`src/design/tats_pkg.sv`:
```
// ----------------------------------------------------------------------------
// tats_pkg
// Shared types and constants for the throttle actuator test sequencer.
// ----------------------------------------------------------------------------
`default_nettype none

package tats_pkg;

   // phase codes
   localparam logic [3:0] PH_IDLE  = 4'd0;
   localparam logic [3:0] PH_FIRST = 4'd1;
   localparam logic [3:0] PH_LAST  = 4'd7;
   localparam logic [3:0] PH_END   = 4'd8;

   // step codes
   localparam logic [2:0] STEP_NONE     = 3'd0;
   localparam logic [2:0] STEP_RISE_MAX = 3'd4;

   // configuration register indexes
   localparam logic [2:0] CSR_PHASE_TIMES_A   = 3'd0;
   localparam logic [2:0] CSR_PHASE_TIMES_B   = 3'd1;
   localparam logic [2:0] CSR_POSITION_SET    = 3'd2;
   localparam logic [2:0] CSR_RESPONSE_LIMITS = 3'd3;
   localparam logic [2:0] CSR_TEST_SELECT     = 3'd4;

   localparam int unsigned CSR_DATA_W = 60;

   // saturation limit for all timers and the response count
   localparam logic [14:0] SAT_LIMIT = 15'd30000;

   typedef struct packed {
      logic        test_enable;
      logic [7:0]  requested_code;
      logic [15:0] throttle_position;
   } req_type;

   typedef struct packed {
      logic [9:0]  setpoint_position;
      logic        in_progress;
      logic        completed;
      logic [2:0]  step_index;
      logic [3:0]  sequence_phase;
      logic [14:0] response_time;
      logic        sluggish_fault;
   } rsp_type;

   typedef struct packed {
      logic [59:0] phase_times_a;
      logic [59:0] phase_times_b;
      logic [31:0] position_set;
      logic [31:0] response_limits;
      logic [7:0]  test_select_code;
   } cfg_type;

   typedef struct packed {
      logic [3:0]  phase;
      logic [14:0] phase_timer;
      logic [14:0] hold_timer;
      logic [2:0]  step;
      logic [9:0]  setpoint;
      logic        running;
      logic        done;
      logic        timing;
      logic [14:0] resp_count;
      logic        fault;
   } state_type;

endpackage

`default_nettype wire

```
`src/design/tats_next.sv`:
```
// ----------------------------------------------------------------------------
// tats_next
// Next-state logic for one tick: phase sequencer, then step response timer.
// ----------------------------------------------------------------------------
`default_nettype none

module tats_next (
   input  tats_pkg::state_type cur,
   input  tats_pkg::req_type   item,
   input  tats_pkg::cfg_type   cfg,
   output tats_pkg::state_type nxt
);

   // duration of phase p, or end hold time for the end phase, saturated
   function automatic logic [14:0] duration(input logic [3:0]  p,
                                            input logic [59:0] word_a,
                                            input logic [59:0] word_b);
      logic [59:0] word;
      logic [1:0]  slot;
      logic [14:0] raw;
      word = (p <= 4'd4) ? word_a : word_b;
      slot = 2'(p - 4'd1);
      case (slot)
         2'd0:    raw = word[14:0];
         2'd1:    raw = word[29:15];
         2'd2:    raw = word[44:30];
         default: raw = word[59:45];
      endcase
      return (raw > tats_pkg::SAT_LIMIT) ? tats_pkg::SAT_LIMIT : raw;
   endfunction

   // setpoint for step phases: low, mid, high, mid, low
   function automatic logic [9:0] step_setpoint(input logic [3:0]  p,
                                                input logic [31:0] pset);
      logic [7:0] b;
      case (p)
         4'd3, 4'd5: b = pset[15:8];
         4'd4:       b = pset[23:16];
         default:    b = pset[7:0];
      endcase
      return {b, 2'b00};
   endfunction

   logic        req;
   logic [3:0]  phase_inc;
   logic [15:0] sp_ext;
   logic [15:0] diff;
   logic [15:0] band;
   logic        run;
   logic        stop;
   logic [15:0] limit;
   tats_pkg::state_type seq;

   assign req       = item.test_enable && (item.requested_code == cfg.test_select_code);
   assign phase_inc = cur.phase + 4'd1;

   // sequencer
   always_comb begin
      seq = cur;
      case (cur.phase)
         tats_pkg::PH_IDLE: begin
            if (req) begin
               seq.running     = 1'b1;
               seq.step        = tats_pkg::STEP_NONE;
               seq.phase       = tats_pkg::PH_FIRST;
               seq.phase_timer = duration(tats_pkg::PH_FIRST, cfg.phase_times_a,
                                          cfg.phase_times_b);
               seq.setpoint    = '0;
            end
         end
         tats_pkg::PH_END: begin
            if (req && cur.hold_timer == '0) begin
               seq.phase    = tats_pkg::PH_IDLE;
               seq.setpoint = '0;
               seq.step     = tats_pkg::STEP_NONE;
               seq.done     = 1'b0;
               seq.running  = 1'b0;
            end else if (cur.hold_timer != '0) begin
               seq.hold_timer = cur.hold_timer - 15'd1;
            end
         end
         default: begin
            if (!req || cur.phase > tats_pkg::PH_LAST) begin
               // abort, or an unreachable code
               seq.phase    = tats_pkg::PH_IDLE;
               seq.setpoint = '0;
               seq.step     = tats_pkg::STEP_NONE;
               seq.done     = 1'b0;
               seq.running  = 1'b0;
            end else if (cur.phase_timer <= 15'd1) begin
               if (cur.phase == tats_pkg::PH_LAST) begin
                  seq.phase      = tats_pkg::PH_END;
                  seq.step       = tats_pkg::STEP_NONE;
                  seq.setpoint   = '0;
                  seq.done       = 1'b1;
                  seq.running    = 1'b0;
                  seq.hold_timer = duration(tats_pkg::PH_END, cfg.phase_times_a,
                                            cfg.phase_times_b);
               end else begin
                  seq.phase       = phase_inc;
                  seq.phase_timer = duration(phase_inc, cfg.phase_times_a,
                                             cfg.phase_times_b);
                  if (phase_inc == tats_pkg::PH_LAST) begin
                     seq.step     = tats_pkg::STEP_NONE;
                     seq.setpoint = '0;
                  end else begin
                     seq.step     = phase_inc[2:0];
                     seq.setpoint = step_setpoint(phase_inc, cfg.position_set);
                  end
               end
            end else begin
               seq.phase_timer = cur.phase_timer - 15'd1;
            end
         end
      endcase
   end

   // response timer works on the updated sequencer state
   assign sp_ext = {6'd0, seq.setpoint};
   assign diff   = (item.throttle_position >= sp_ext) ? item.throttle_position - sp_ext
                                                      : sp_ext - item.throttle_position;
   assign band   = {6'd0, cfg.position_set[31:24], 2'b00};
   assign run    = seq.running && (seq.step != cur.step) && (seq.step != tats_pkg::STEP_NONE);
   assign stop   = !seq.running || (diff <= band);
   assign limit  = (seq.step <= tats_pkg::STEP_RISE_MAX) ? cfg.response_limits[15:0]
                                                         : cfg.response_limits[31:16];

   always_comb begin
      nxt = seq;
      if (!cur.timing) begin
         if (run) begin
            nxt.timing     = 1'b1;
            nxt.resp_count = '0;
         end
      end else if (stop) begin
         nxt.timing = 1'b0;
      end else if (cur.resp_count < tats_pkg::SAT_LIMIT) begin
         nxt.resp_count = cur.resp_count + 15'd1;
      end

      if (seq.running && !cur.running) begin
         nxt.fault = 1'b0;
      end
      if (limit <= {1'b0, nxt.resp_count}) begin
         nxt.fault = 1'b1;
      end
   end

endmodule

`default_nettype wire

```
`src/design/throttle_actuator_test_sequencer.sv`:
```
// ----------------------------------------------------------------------------
// throttle_actuator_test_sequencer
// Each request beat is one control tick. While the service is enabled and the
// requested code matches the selected test code, the block walks through
// seven timed phases (zero, low, mid, high, mid, low, zero setpoint), then
// holds an end state with completed set until the hold timer has run out and
// the request is seen again. Dropping the request during a phase aborts to
// idle. On every setpoint step the response time is counted (saturating at
// 30000) until the measured position is inside the band, and a sticky
// sluggish flag is raised when the count reaches the rise or fall limit.
// Every request beat gives exactly one response beat, showing the state after
// that tick. One beat is taken per clock unless a stalled response blocks
// intake; the response appears in the cycle after its request, the rate set by
// the single state register whose next value comes from the current tick.
// Configuration writes are taken at any time but are meant for idle periods.
// ----------------------------------------------------------------------------
`default_nettype none

module throttle_actuator_test_sequencer (
   input  wire                  clock,
   input  wire                  reset,
   // request channel
   input  wire                  req_valid,
   output logic                 req_stall,
   input  tats_pkg::req_type    req_data,
   // response channel
   output logic                 rsp_valid,
   input  wire                  rsp_stall,
   output tats_pkg::rsp_type    rsp_data,
   // configuration write port
   input  wire                  csr_we,
   input  wire [2:0]            csr_index,
   input  wire [tats_pkg::CSR_DATA_W-1:0] csr_wdata
);

   tats_pkg::cfg_type   cfg_ff;
   tats_pkg::state_type state_ff;
   tats_pkg::state_type state_in;
   tats_pkg::rsp_type   rsp_data_ff;
   tats_pkg::rsp_type   rsp_data_in;
   logic                rsp_valid_ff;
   logic                rsp_valid_in;
   logic                accept_in;

   // the output register frees up whenever its beat is taken, so a new
   // request beat can enter in the same cycle
   assign req_stall    = rsp_valid_ff && rsp_stall;
   assign accept_in    = req_valid && !req_stall;
   assign rsp_valid_in = accept_in || (rsp_valid_ff && rsp_stall);

   // whole tick worth of next-state logic
   tats_next u_next (
      .cur  (state_ff),
      .item (req_data),
      .cfg  (cfg_ff),
      .nxt  (state_in)
   );

   // response shows the state after the tick
   always_comb begin
      rsp_data_in.setpoint_position = state_in.setpoint;
      rsp_data_in.in_progress       = state_in.running;
      rsp_data_in.completed         = state_in.done;
      rsp_data_in.step_index        = state_in.step;
      rsp_data_in.sequence_phase    = state_in.phase;
      rsp_data_in.response_time     = state_in.resp_count;
      rsp_data_in.sluggish_fault    = state_in.fault;
   end

   // configuration registers; unknown indexes are dropped
   always_ff @(posedge clock) begin
      if (reset) begin
         cfg_ff <= '0;
      end else if (csr_we) begin
         case (csr_index)
            tats_pkg::CSR_PHASE_TIMES_A:   cfg_ff.phase_times_a    <= csr_wdata;
            tats_pkg::CSR_PHASE_TIMES_B:   cfg_ff.phase_times_b    <= csr_wdata;
            tats_pkg::CSR_POSITION_SET:    cfg_ff.position_set     <= csr_wdata[31:0];
            tats_pkg::CSR_RESPONSE_LIMITS: cfg_ff.response_limits  <= csr_wdata[31:0];
            tats_pkg::CSR_TEST_SELECT:     cfg_ff.test_select_code <= csr_wdata[7:0];
            default: ;
         endcase
      end
   end

   // sequencer and timer state, advanced once per accepted beat
   always_ff @(posedge clock) begin
      if (reset) begin
         state_ff     <= '0;
         rsp_valid_ff <= 1'b0;
      end else begin
         rsp_valid_ff <= rsp_valid_in;
         if (accept_in) begin
            state_ff <= state_in;
         end
      end
   end

   // response payload, no reset needed
   always_ff @(posedge clock) begin
      if (accept_in) begin
         rsp_data_ff <= rsp_data_in;
      end
   end

   assign rsp_valid = rsp_valid_ff;
   assign rsp_data  = rsp_data_ff;

`ifndef NO_ASSERTIONS
   // running and completed are never both set
   a_run_done_excl: assert property (@(posedge clock) disable iff (reset)
      !(state_ff.running && state_ff.done))
      else $error("running and done set together");

   // phase code stays within idle, the seven phases and end hold
   a_phase_range: assert property (@(posedge clock) disable iff (reset)
      state_ff.phase <= tats_pkg::PH_END)
      else $error("phase code out of range");

   // a setpoint step is only marked while the sequence runs
   a_step_running: assert property (@(posedge clock) disable iff (reset)
      (state_ff.step != tats_pkg::STEP_NONE) |-> state_ff.running)
      else $error("step marked while not running");

   // response count never passes saturation
   a_count_sat: assert property (@(posedge clock) disable iff (reset)
      state_ff.resp_count <= tats_pkg::SAT_LIMIT)
      else $error("response count above saturation");

   // every accepted request beat leaves a response beat pending
   a_beat_out: assert property (@(posedge clock) disable iff (reset)
      accept_in |=> rsp_valid)
      else $error("accepted beat produced no response");
`endif

endmodule

`default_nettype wire
```
`config.mk`:
```
export PLATFORM = sky130hd
export DESIGN_NAME = throttle_actuator_test_sequencer
export DESIGN_NICKNAME = d
export VERILOG_FILES = /design/src/design/tats_pkg.sv /design/src/design/tats_next.sv /design/src/design/throttle_actuator_test_sequencer.sv
export SDC_FILE = /design/constraint.sdc
export NUM_CORES = 1
export LEC_CHECK = 0
export BUFFER_PORTS_ARGS = -buffer_cell sky130_fd_sc_hd__buf_4
export CAP_MARGIN = 0
export CORE_ASPECT_RATIO = 0.9
export CORE_MARGIN = 2
export CORE_UTILIZATION = 55
export CTS_CLUSTER_DIAMETER = 50
export DETAILED_ROUTE_END_ITERATION = 7
export PLACE_DENSITY = 0.82
export SLEW_MARGIN = 5
export SYNTH_ARGS = -nofsm -noshare
export SYNTH_HDL_FRONTEND = slang
export SYNTH_HIERARCHICAL = 1
export SYNTH_SLANG_ARGS = --single-unit
export TNS_END_PERCENT = 30
```
`constraint.sdc`:
```
create_clock -name clock -period 17.2 [get_ports clock]
set_input_delay 2.58 -clock clock [delete_from_list [all_inputs] [get_ports clock]]
set_output_delay 2.58 -clock clock [all_outputs]
set_load 0.02 [all_outputs]
```
==> impl_metrics.yaml, run 1 <==
synthesis:
  netlist_area_mm2: 0.0173
  yosysUniqueCellTypes: 92
  synth_fp_nets: 1994
  async_flop_share_pct: 0
  yosys_warnings: 6
  synth.avg_cell_area_um2: 9.34
  syn_inst: 1848
  synth_seq_area_share_pct: 36.1
  synth_edf_count: 35
  synth_seq_cells: 294
  ys.flop_type: "dfxtp_1"
routing:
  ant_nets: 0
  dr.pass1.iters: 6
  wl_per_cell_um: 20.4
  vias: 14300
  finalWirelength_um: 47900
  drc_errors: 0
  drt-initial-drc-count: 1644
  viasPerCell: 6.10
pwr:
  power_frac_seq_pct: 44.2
  power.density_mw_per_mm2: 82.7
  p_total_uw: 1620
  switching_share_pct: 25.1
  p_sw_uw: 407
  intPower_uw: 1220
  pwr-share-comb_pct: 8.4
  leakage_uw: 0.00830
  ir_drop_uv: 69.6
  p_clk_share_pct: 47.3
finish:
  diodes: 0
  stdcell_count: 2349
  drive_gt1_share_pct: 13.4
  nets: 2061
  synthToLayoutAreaGrowth_pct: 13.7
timing:
  finalClockSkew_ns: 0.0237
  setup_tns_ns: 0
  finalCritPeriodShare_pct: 66.0
  fin_crit_ns: 11.34
  slew_headroom_pct: 22.0
  hold_viol: 0
  worst_pin_slew_ns: 1.17
  fmax_ghz: 0.0882
  setup_viol: 0
  slew_violations: 0
  setup_slack_ns: 5.86
  rsz0062_at_grt: "no"
floorplan:
  coreArea_mm2: 0.0309
  die_w_um: 191
  die_h_um: 172
  pin_count: 130
  fp-row-count: 61
  die-area_mm2: 0.0328
  start_util_pct: 55.9
global_route:
  grt_pass1_wl_um: 75100
  grt_overflow: 0
  grtUsageTotal_pct: 28.9
  first_global_vias: 13600
  antenna_found_initial: 1
  grt_max_degree: 224
clock_tree:
  cts_resized: 0
  cts_buffer_depth: 3
  holdBufCountCts: 0
  clkSlewWorstSetupHoldPaths_ns: 0.06
  clock-sinks: 294
  cts_tree: "built"
  cts-root-buf: "clkbuf_16"
  cts_made_buffers: 37
  htreeDepth: 2
  clkLatencyLatePin_ns: 0.53
  cts_setup_buffers: 0
worst_setup_path:
  path_class: "in2reg"
  r2r.worst_path.cells: 41
  critPathRequiredTime_ns: 17.66
  crit_slowest_cell: "or4_1"
  arrival_ns: 11.80
  crit_path_end_kind: "register"
  slowest_delay_ns: 0.83
  crit_fanout: 17
  critPathLaunchType: "primary input"
place:
  place.gp.congestion: 0.951
  io_buffer_count: 129
  dpl.hpwl_um: 33800
  dp_slack_ns: 5.48
  dp.cells: 2285
worst_hold_path:
  hold_path.class: "reg2reg"
  holdPathStages: 2
run_status:
  status: "finished clean"
flow_run:
  max-cap-violations: 0
state kept, by name, indices dropped and copies added (netlist names):
name	flops
rsp_valid	1
state_ff	66
rsp_data	35
cfg_ff	192
placed cells by master (no fill, tap or decap), types with 11 or more instances in the layout:
cell type,Yosys,routed
a222oi_1,19,19
ha_1,53,53
nand2b_1,387,387
nand3_1,32,32
and3_1,11,11
nand4_1,16,16
nor2_1,54,54
mux2_2,19,19
a221oi_1,13,13
nor3_1,23,23
a221o_1,15,15
clkbuf_16,0,38
nand2_1,84,84
dfxtp_1,259,259
o21ai_0,63,63
a21oi_1,50,50
inv_1,71,71
buf_4,6,144
xnor2_1,11,11
nor2b_1,14,14
edfxtp_1,35,35
mux2i_1,288,288
worst max-delay path: cells and delay by family:
| family | cells | cell delay [ns] |
|---|---|---|
| simple gates | 14 | 3.97 |
| compound gates | 16 | 3.08 |
| fa+ha+maj | 3 | 0.86 |
| mux | 3 | 0.82 |
| xor+xnor | 2 | 0.35 |
| buf+inv | 1 | 0.11 |
per-layer routing:
layer | wire length (um) | global-route usage [%] | vias up
li1 | - | - | 6705
met1 | 21200 | 40.9 | 6812
met2 | 21000 | 44.4 | 682
met3 | 4200 | 5.78 | 118
met4 | 1440 | 8.90 | 2
met5 | 12 | 0 | -
power groups by stage:
stage	Clock (uW)	Combinational, uW	Sequential [uW]
after floorplan	0	81.7	735
after global placement	0	134	732
after detailed placement	0	135	733
after CTS	776	136	718
after global routing	807	147	719
final	768	137	718
final cells by class:
type / count / area, um^2
Fill cell: 2502 / 11300
Multi-Input combinational cell: 1366 / 10300
Clock buffer: 44 / 1000
Tap cell: 409 / 512
Inverter: 71 / 267
Timing Repair Buffer: 145 / 1090
Clock inverter: 20 / 218
Sequential cell: 294 / 6240
cells in the mapped netlist (11+ instances only):
| cell | instances | area, um^2 |
|---|---|---|
| and3_1 | 11 | 68.8 |
| nand4_1 | 16 | 100 |
| clkbuf_1 | 76 | 285 |
| buf_2 | 26 | 130 |
| nor2_1 | 54 | 203 |
| nor2b_1 | 14 | 87.6 |
| a222oi_1 | 19 | 190 |
| nand2b_1 | 387 | 2420 |
| o21ai_0 | 63 | 315 |
| ha_1 | 53 | 663 |
| a221o_1 | 15 | 150 |
| mux2_2 | 19 | 214 |
| nand3_1 | 32 | 160 |
| xnor2_1 | 11 | 96.3 |
| edfxtp_1 | 35 | 1050 |
| nor3_1 | 23 | 115 |
| inv_1 | 71 | 267 |
| nand2_1 | 84 | 315 |
| a21oi_1 | 50 | 250 |
| dfxtp_1 | 259 | 5180 |
| mux2i_1 | 288 | 2880 |
| a221oi_1 | 13 | 114 |
stage by stage:
step                instance area, um^2  hold slack (ns)  utilization, %
finish                            19600            0.476            63.5
global route                      19600            0.488            63.5
CTS                               19600            0.476            63.5
detailed placement                18400            0.465            59.5
global placement                  18400            0.457            59.5
floorplan                         17300            0.444               -
kinds of logic (layout without fill, tap and decap cells):
family	Yosys count	count (layout)	synth area share, %
buf+inv	188	280	4.54
mux	321	321	19.2
flops	294	294	36.1
compound gates	290	290	12.4
simple gates	681	681	22.8
xor+xnor	21	21	1.07
fa+ha+maj	53	53	3.84
path summary, 6_finish.rpt:
check / start / slack [ns] / to
worst max-delay path: req_data[16] / 5.86 / state_ff[0]$_SDFFE_PP0P_
worst min-delay path: cfg_ff[32]$_SDFFE_PP0P_ / 0.48 / cfg_ff[32]$_SDFFE_PP0P_
worst max register to register: state_ff[62]$_SDFFE_PP0P_ / 6.77 / state_ff[0]$_SDFFE_PP0P_
worst min register to register: cfg_ff[32]$_SDFFE_PP0P_ / 0.48 / cfg_ff[32]$_SDFFE_PP0P_
No activity file was read; power rests on OpenSTA's default activity.
==> inputs of run 2 (changes only) <==
==> constraint.sdc (replaced) <==
create_clock -name clock -period 10.65 [get_ports clock]
set_input_delay 1.5975 -clock clock [delete_from_list [all_inputs] [get_ports clock]]
set_output_delay 1.5975 -clock clock [all_outputs]
set_load 0.02 [all_outputs]
==> run 2 against run 1 <==
  * Die area unchanged
  * Worst hold slack got worse by 0.0013 ns
  * Critical path depth increased by 1
  * Sequential power increased by 62%
  * Cell count increased by 0.55%
  * Sequential cell count unchanged
  * Global-route usage increased by 0.56 points
  * Power increased by 67%
  * Critical endpoint unchanged
  * Largest power group unchanged
==> impl_metrics.yaml, run 2 (synthesis gave the netlist of run 1 again) <==
finish:
  design_area_mm2: 0.0198
  diodes: 0
  final_common_cell: "nand2b_1"
  synthToLayoutAreaGrowth_pct: 14.6
  nets: 2070
  drive_gt1_share_pct: 13.8
  top_register: "cfg_ff"
  final_cell_mix: "nand2b_1 (387), mux2i_1 (288), dfxtp_1 (259)"
  fin_util_pct: 64.0
  largest_reg_flops: 192
routing:
  dr.pass1.iters: 6
  wl_per_cell_um: 20.7
  vias: 14400
  drt-initial-drc-count: 1418
  viasPerCell: 6.11
  finalWirelength_um: 49000
  drc_errors: 0
  ant_nets: 0
pwr:
  p_total_uw: 2710
  p_clk_share_pct: 48.9
  switching_share_pct: 24.1
  pwr-share-comb_pct: 8.3
  power.density_mw_per_mm2: 137
  power_frac_seq_pct: 42.8
  p_sw_uw: 652
  ir_drop_uv: 111
  intPower_uw: 2060
  leakage_uw: 0.00839
timing:
  slew_violations: 0
  rsz0062_at_grt: "no"
  setup_viol: 0
  finalCritPeriodShare_pct: 93.6
  hold_viol: 0
  finalClockSkew_ns: 0.0262
  fin_crit_ns: 9.97
  slew_headroom_pct: 30.9
  worst_pin_slew_ns: 1.04
  setup_slack_ns: 0.684
  setup_tns_ns: 0
  fmax_ghz: 0.100
place:
  place.gp.congestion: 0.939
  io_buffer_count: 129
  placed_cell_area_mm2: 0.0185
  dpl.hpwl_um: 34600
  dp_slack_ns: 0.604
worst_hold_path:
  hold_path.class: "reg2reg"
  holdPathStages: 2
worst_setup_path:
  critPathLaunch: "state_ff[62]$_SDFFE_PP0P_"
  endpoint: "state_ff[0]$_SDFFE_PP0P_"
  r2r-start: "state_ff[62]$_SDFFE_PP0P_"
  crit_fanout: 16
  rrSetupSlack_ns: 0.68
  arrival_ns: 10.42
  r2r_end: "state_ff[0]$_SDFFE_PP0P_"
  r2r.worst_path.cells: 40
  critPathLaunchType: "register"
  crit_path_end_kind: "register"
  slowest_delay_ns: 0.83
  crit_slowest_cell: "a221oi_1"
  path_class: "reg2reg"
  critPathRequiredTime_ns: 11.11
clock_tree:
  cts_tree: "built"
  cts_buffer_depth: 3
  htreeDepth: 2
  cts_resized: 0
  holdBufCountCts: 0
  clock-sinks: 294
  cts_setup_buffers: 0
  clkLatencyLatePin_ns: 0.53
  cts-root-buf: "clkbuf_16"
  clkSlewWorstSetupHoldPaths_ns: 0.06
  cts_made_buffers: 38
floorplan:
  coreArea_mm2: 0.0309
  fp-row-count: 61
  start_util_pct: 55.9
  die-area_mm2: 0.0328
  die_h_um: 172
  pin_count: 130
  die_w_um: 191
global_route:
  first_global_vias: 13900
  grt_pass1_wl_um: 76600
  grt_overflow: 0
  grtUsageTotal_pct: 29.5
  antenna_found_initial: 1
  grt_max_degree: 146
run_status:
  status: "finished clean"
flow_run:
  max-cap-violations: 0
run 2: cell count changes in the layout (fill, tap and decap cells not counted):
| cell | before | now |
|---|---|---|
| clkinv_2 | 3 | 2 |
| clkbuf_8 | 3 | 5 |
| clkinvlp_4 | 5 | 2 |
| inv_16 | 1 | 0 |
| clkinv_4 | 0 | 2 |
| buf_4 | 144 | 152 |
| clkbuf_1 | 3 | 7 |
| clkbuf_16 | 38 | 40 |
| bufinv_16 | 1 | 3 |
| inv_6 | 4 | 3 |
| clkinv_8 | 4 | 2 |
| inv_8 | 1 | 2 |
run 2: worst min path at each step:
| stage | from | slack [ns] | end |
|---|---|---|---|
| 2_1_floorplan | state_ff[19]$_SDFFE_PP0P_ | 0.44 | state_ff[19]$_SDFFE_PP0P_ |
| 3_3_place_gp | state_ff[20]$_SDFFE_PP0P_ | 0.46 | state_ff[20]$_SDFFE_PP0P_ |
| 3_5_place_dp | cfg_ff[167]$_SDFFE_PP0P_ | 0.47 | cfg_ff[167]$_SDFFE_PP0P_ |
| 4_1_cts | cfg_ff[15]$_SDFFE_PP0P_ | 0.48 | cfg_ff[15]$_SDFFE_PP0P_ |
| 5_1_grt | cfg_ff[16]$_SDFFE_PP0P_ | 0.49 | cfg_ff[16]$_SDFFE_PP0P_ |
| 6_report | cfg_ff[166]$_SDFFE_PP0P_ | 0.47 | cfg_ff[166]$_SDFFE_PP0P_ |
run 2: layout make-up:
| type | instances | area (um^2) |
|---|---|---|
| Inverter | 71 | 267 |
| Clock inverter | 17 | 218 |
| Multi-Input combinational cell | 1366 | 10300 |
| Fill cell | 2498 | 11100 |
| Tap cell | 409 | 512 |
| Clock buffer | 52 | 1100 |
| Sequential cell | 294 | 6240 |
| Timing Repair Buffer | 153 | 1150 |
run 2: power groups by stage:
stage	clock network (uW)	registers, uW	logic (uW)
2_1_floorplan	0	1190	132
3_3_place_gp	0	1180	217
3_5_place_dp	0	1180	221
4_1_cts	1340	1160	223
5_1_grt	1380	1160	240
6_report	1320	1160	224
run 2: through the flow:
stage | hold slack (ns) | instances
6_report | 0.475 | 2362
5_1_grt | 0.494 | 2362
4_1_cts | 0.478 | 2362
3_5_place_dp | 0.465 | 2293
3_3_place_gp | 0.456 | 2293
2_1_floorplan | 0.444 | 1848
run 2: metal layers:
layer	vias to the layer above	track usage (%)	routed length, um
li1	6724	-	-
met1	6923	41.0	21700
met2	671	46.7	21900
met3	108	5.11	4110
met4	2	9.00	1220
met5	-	0	10
run 2: critical path, delay by kind of cell, from the launching register on:
family | cells | cell delay (ns)
compound gates | 18 | 3.94
xor+xnor | 1 | 0.29
fa+ha+maj | 4 | 1.55
buf+inv | 2 | 0.48
flops | 1 | 0.72
mux | 3 | 0.61
simple gates | 12 | 2.28
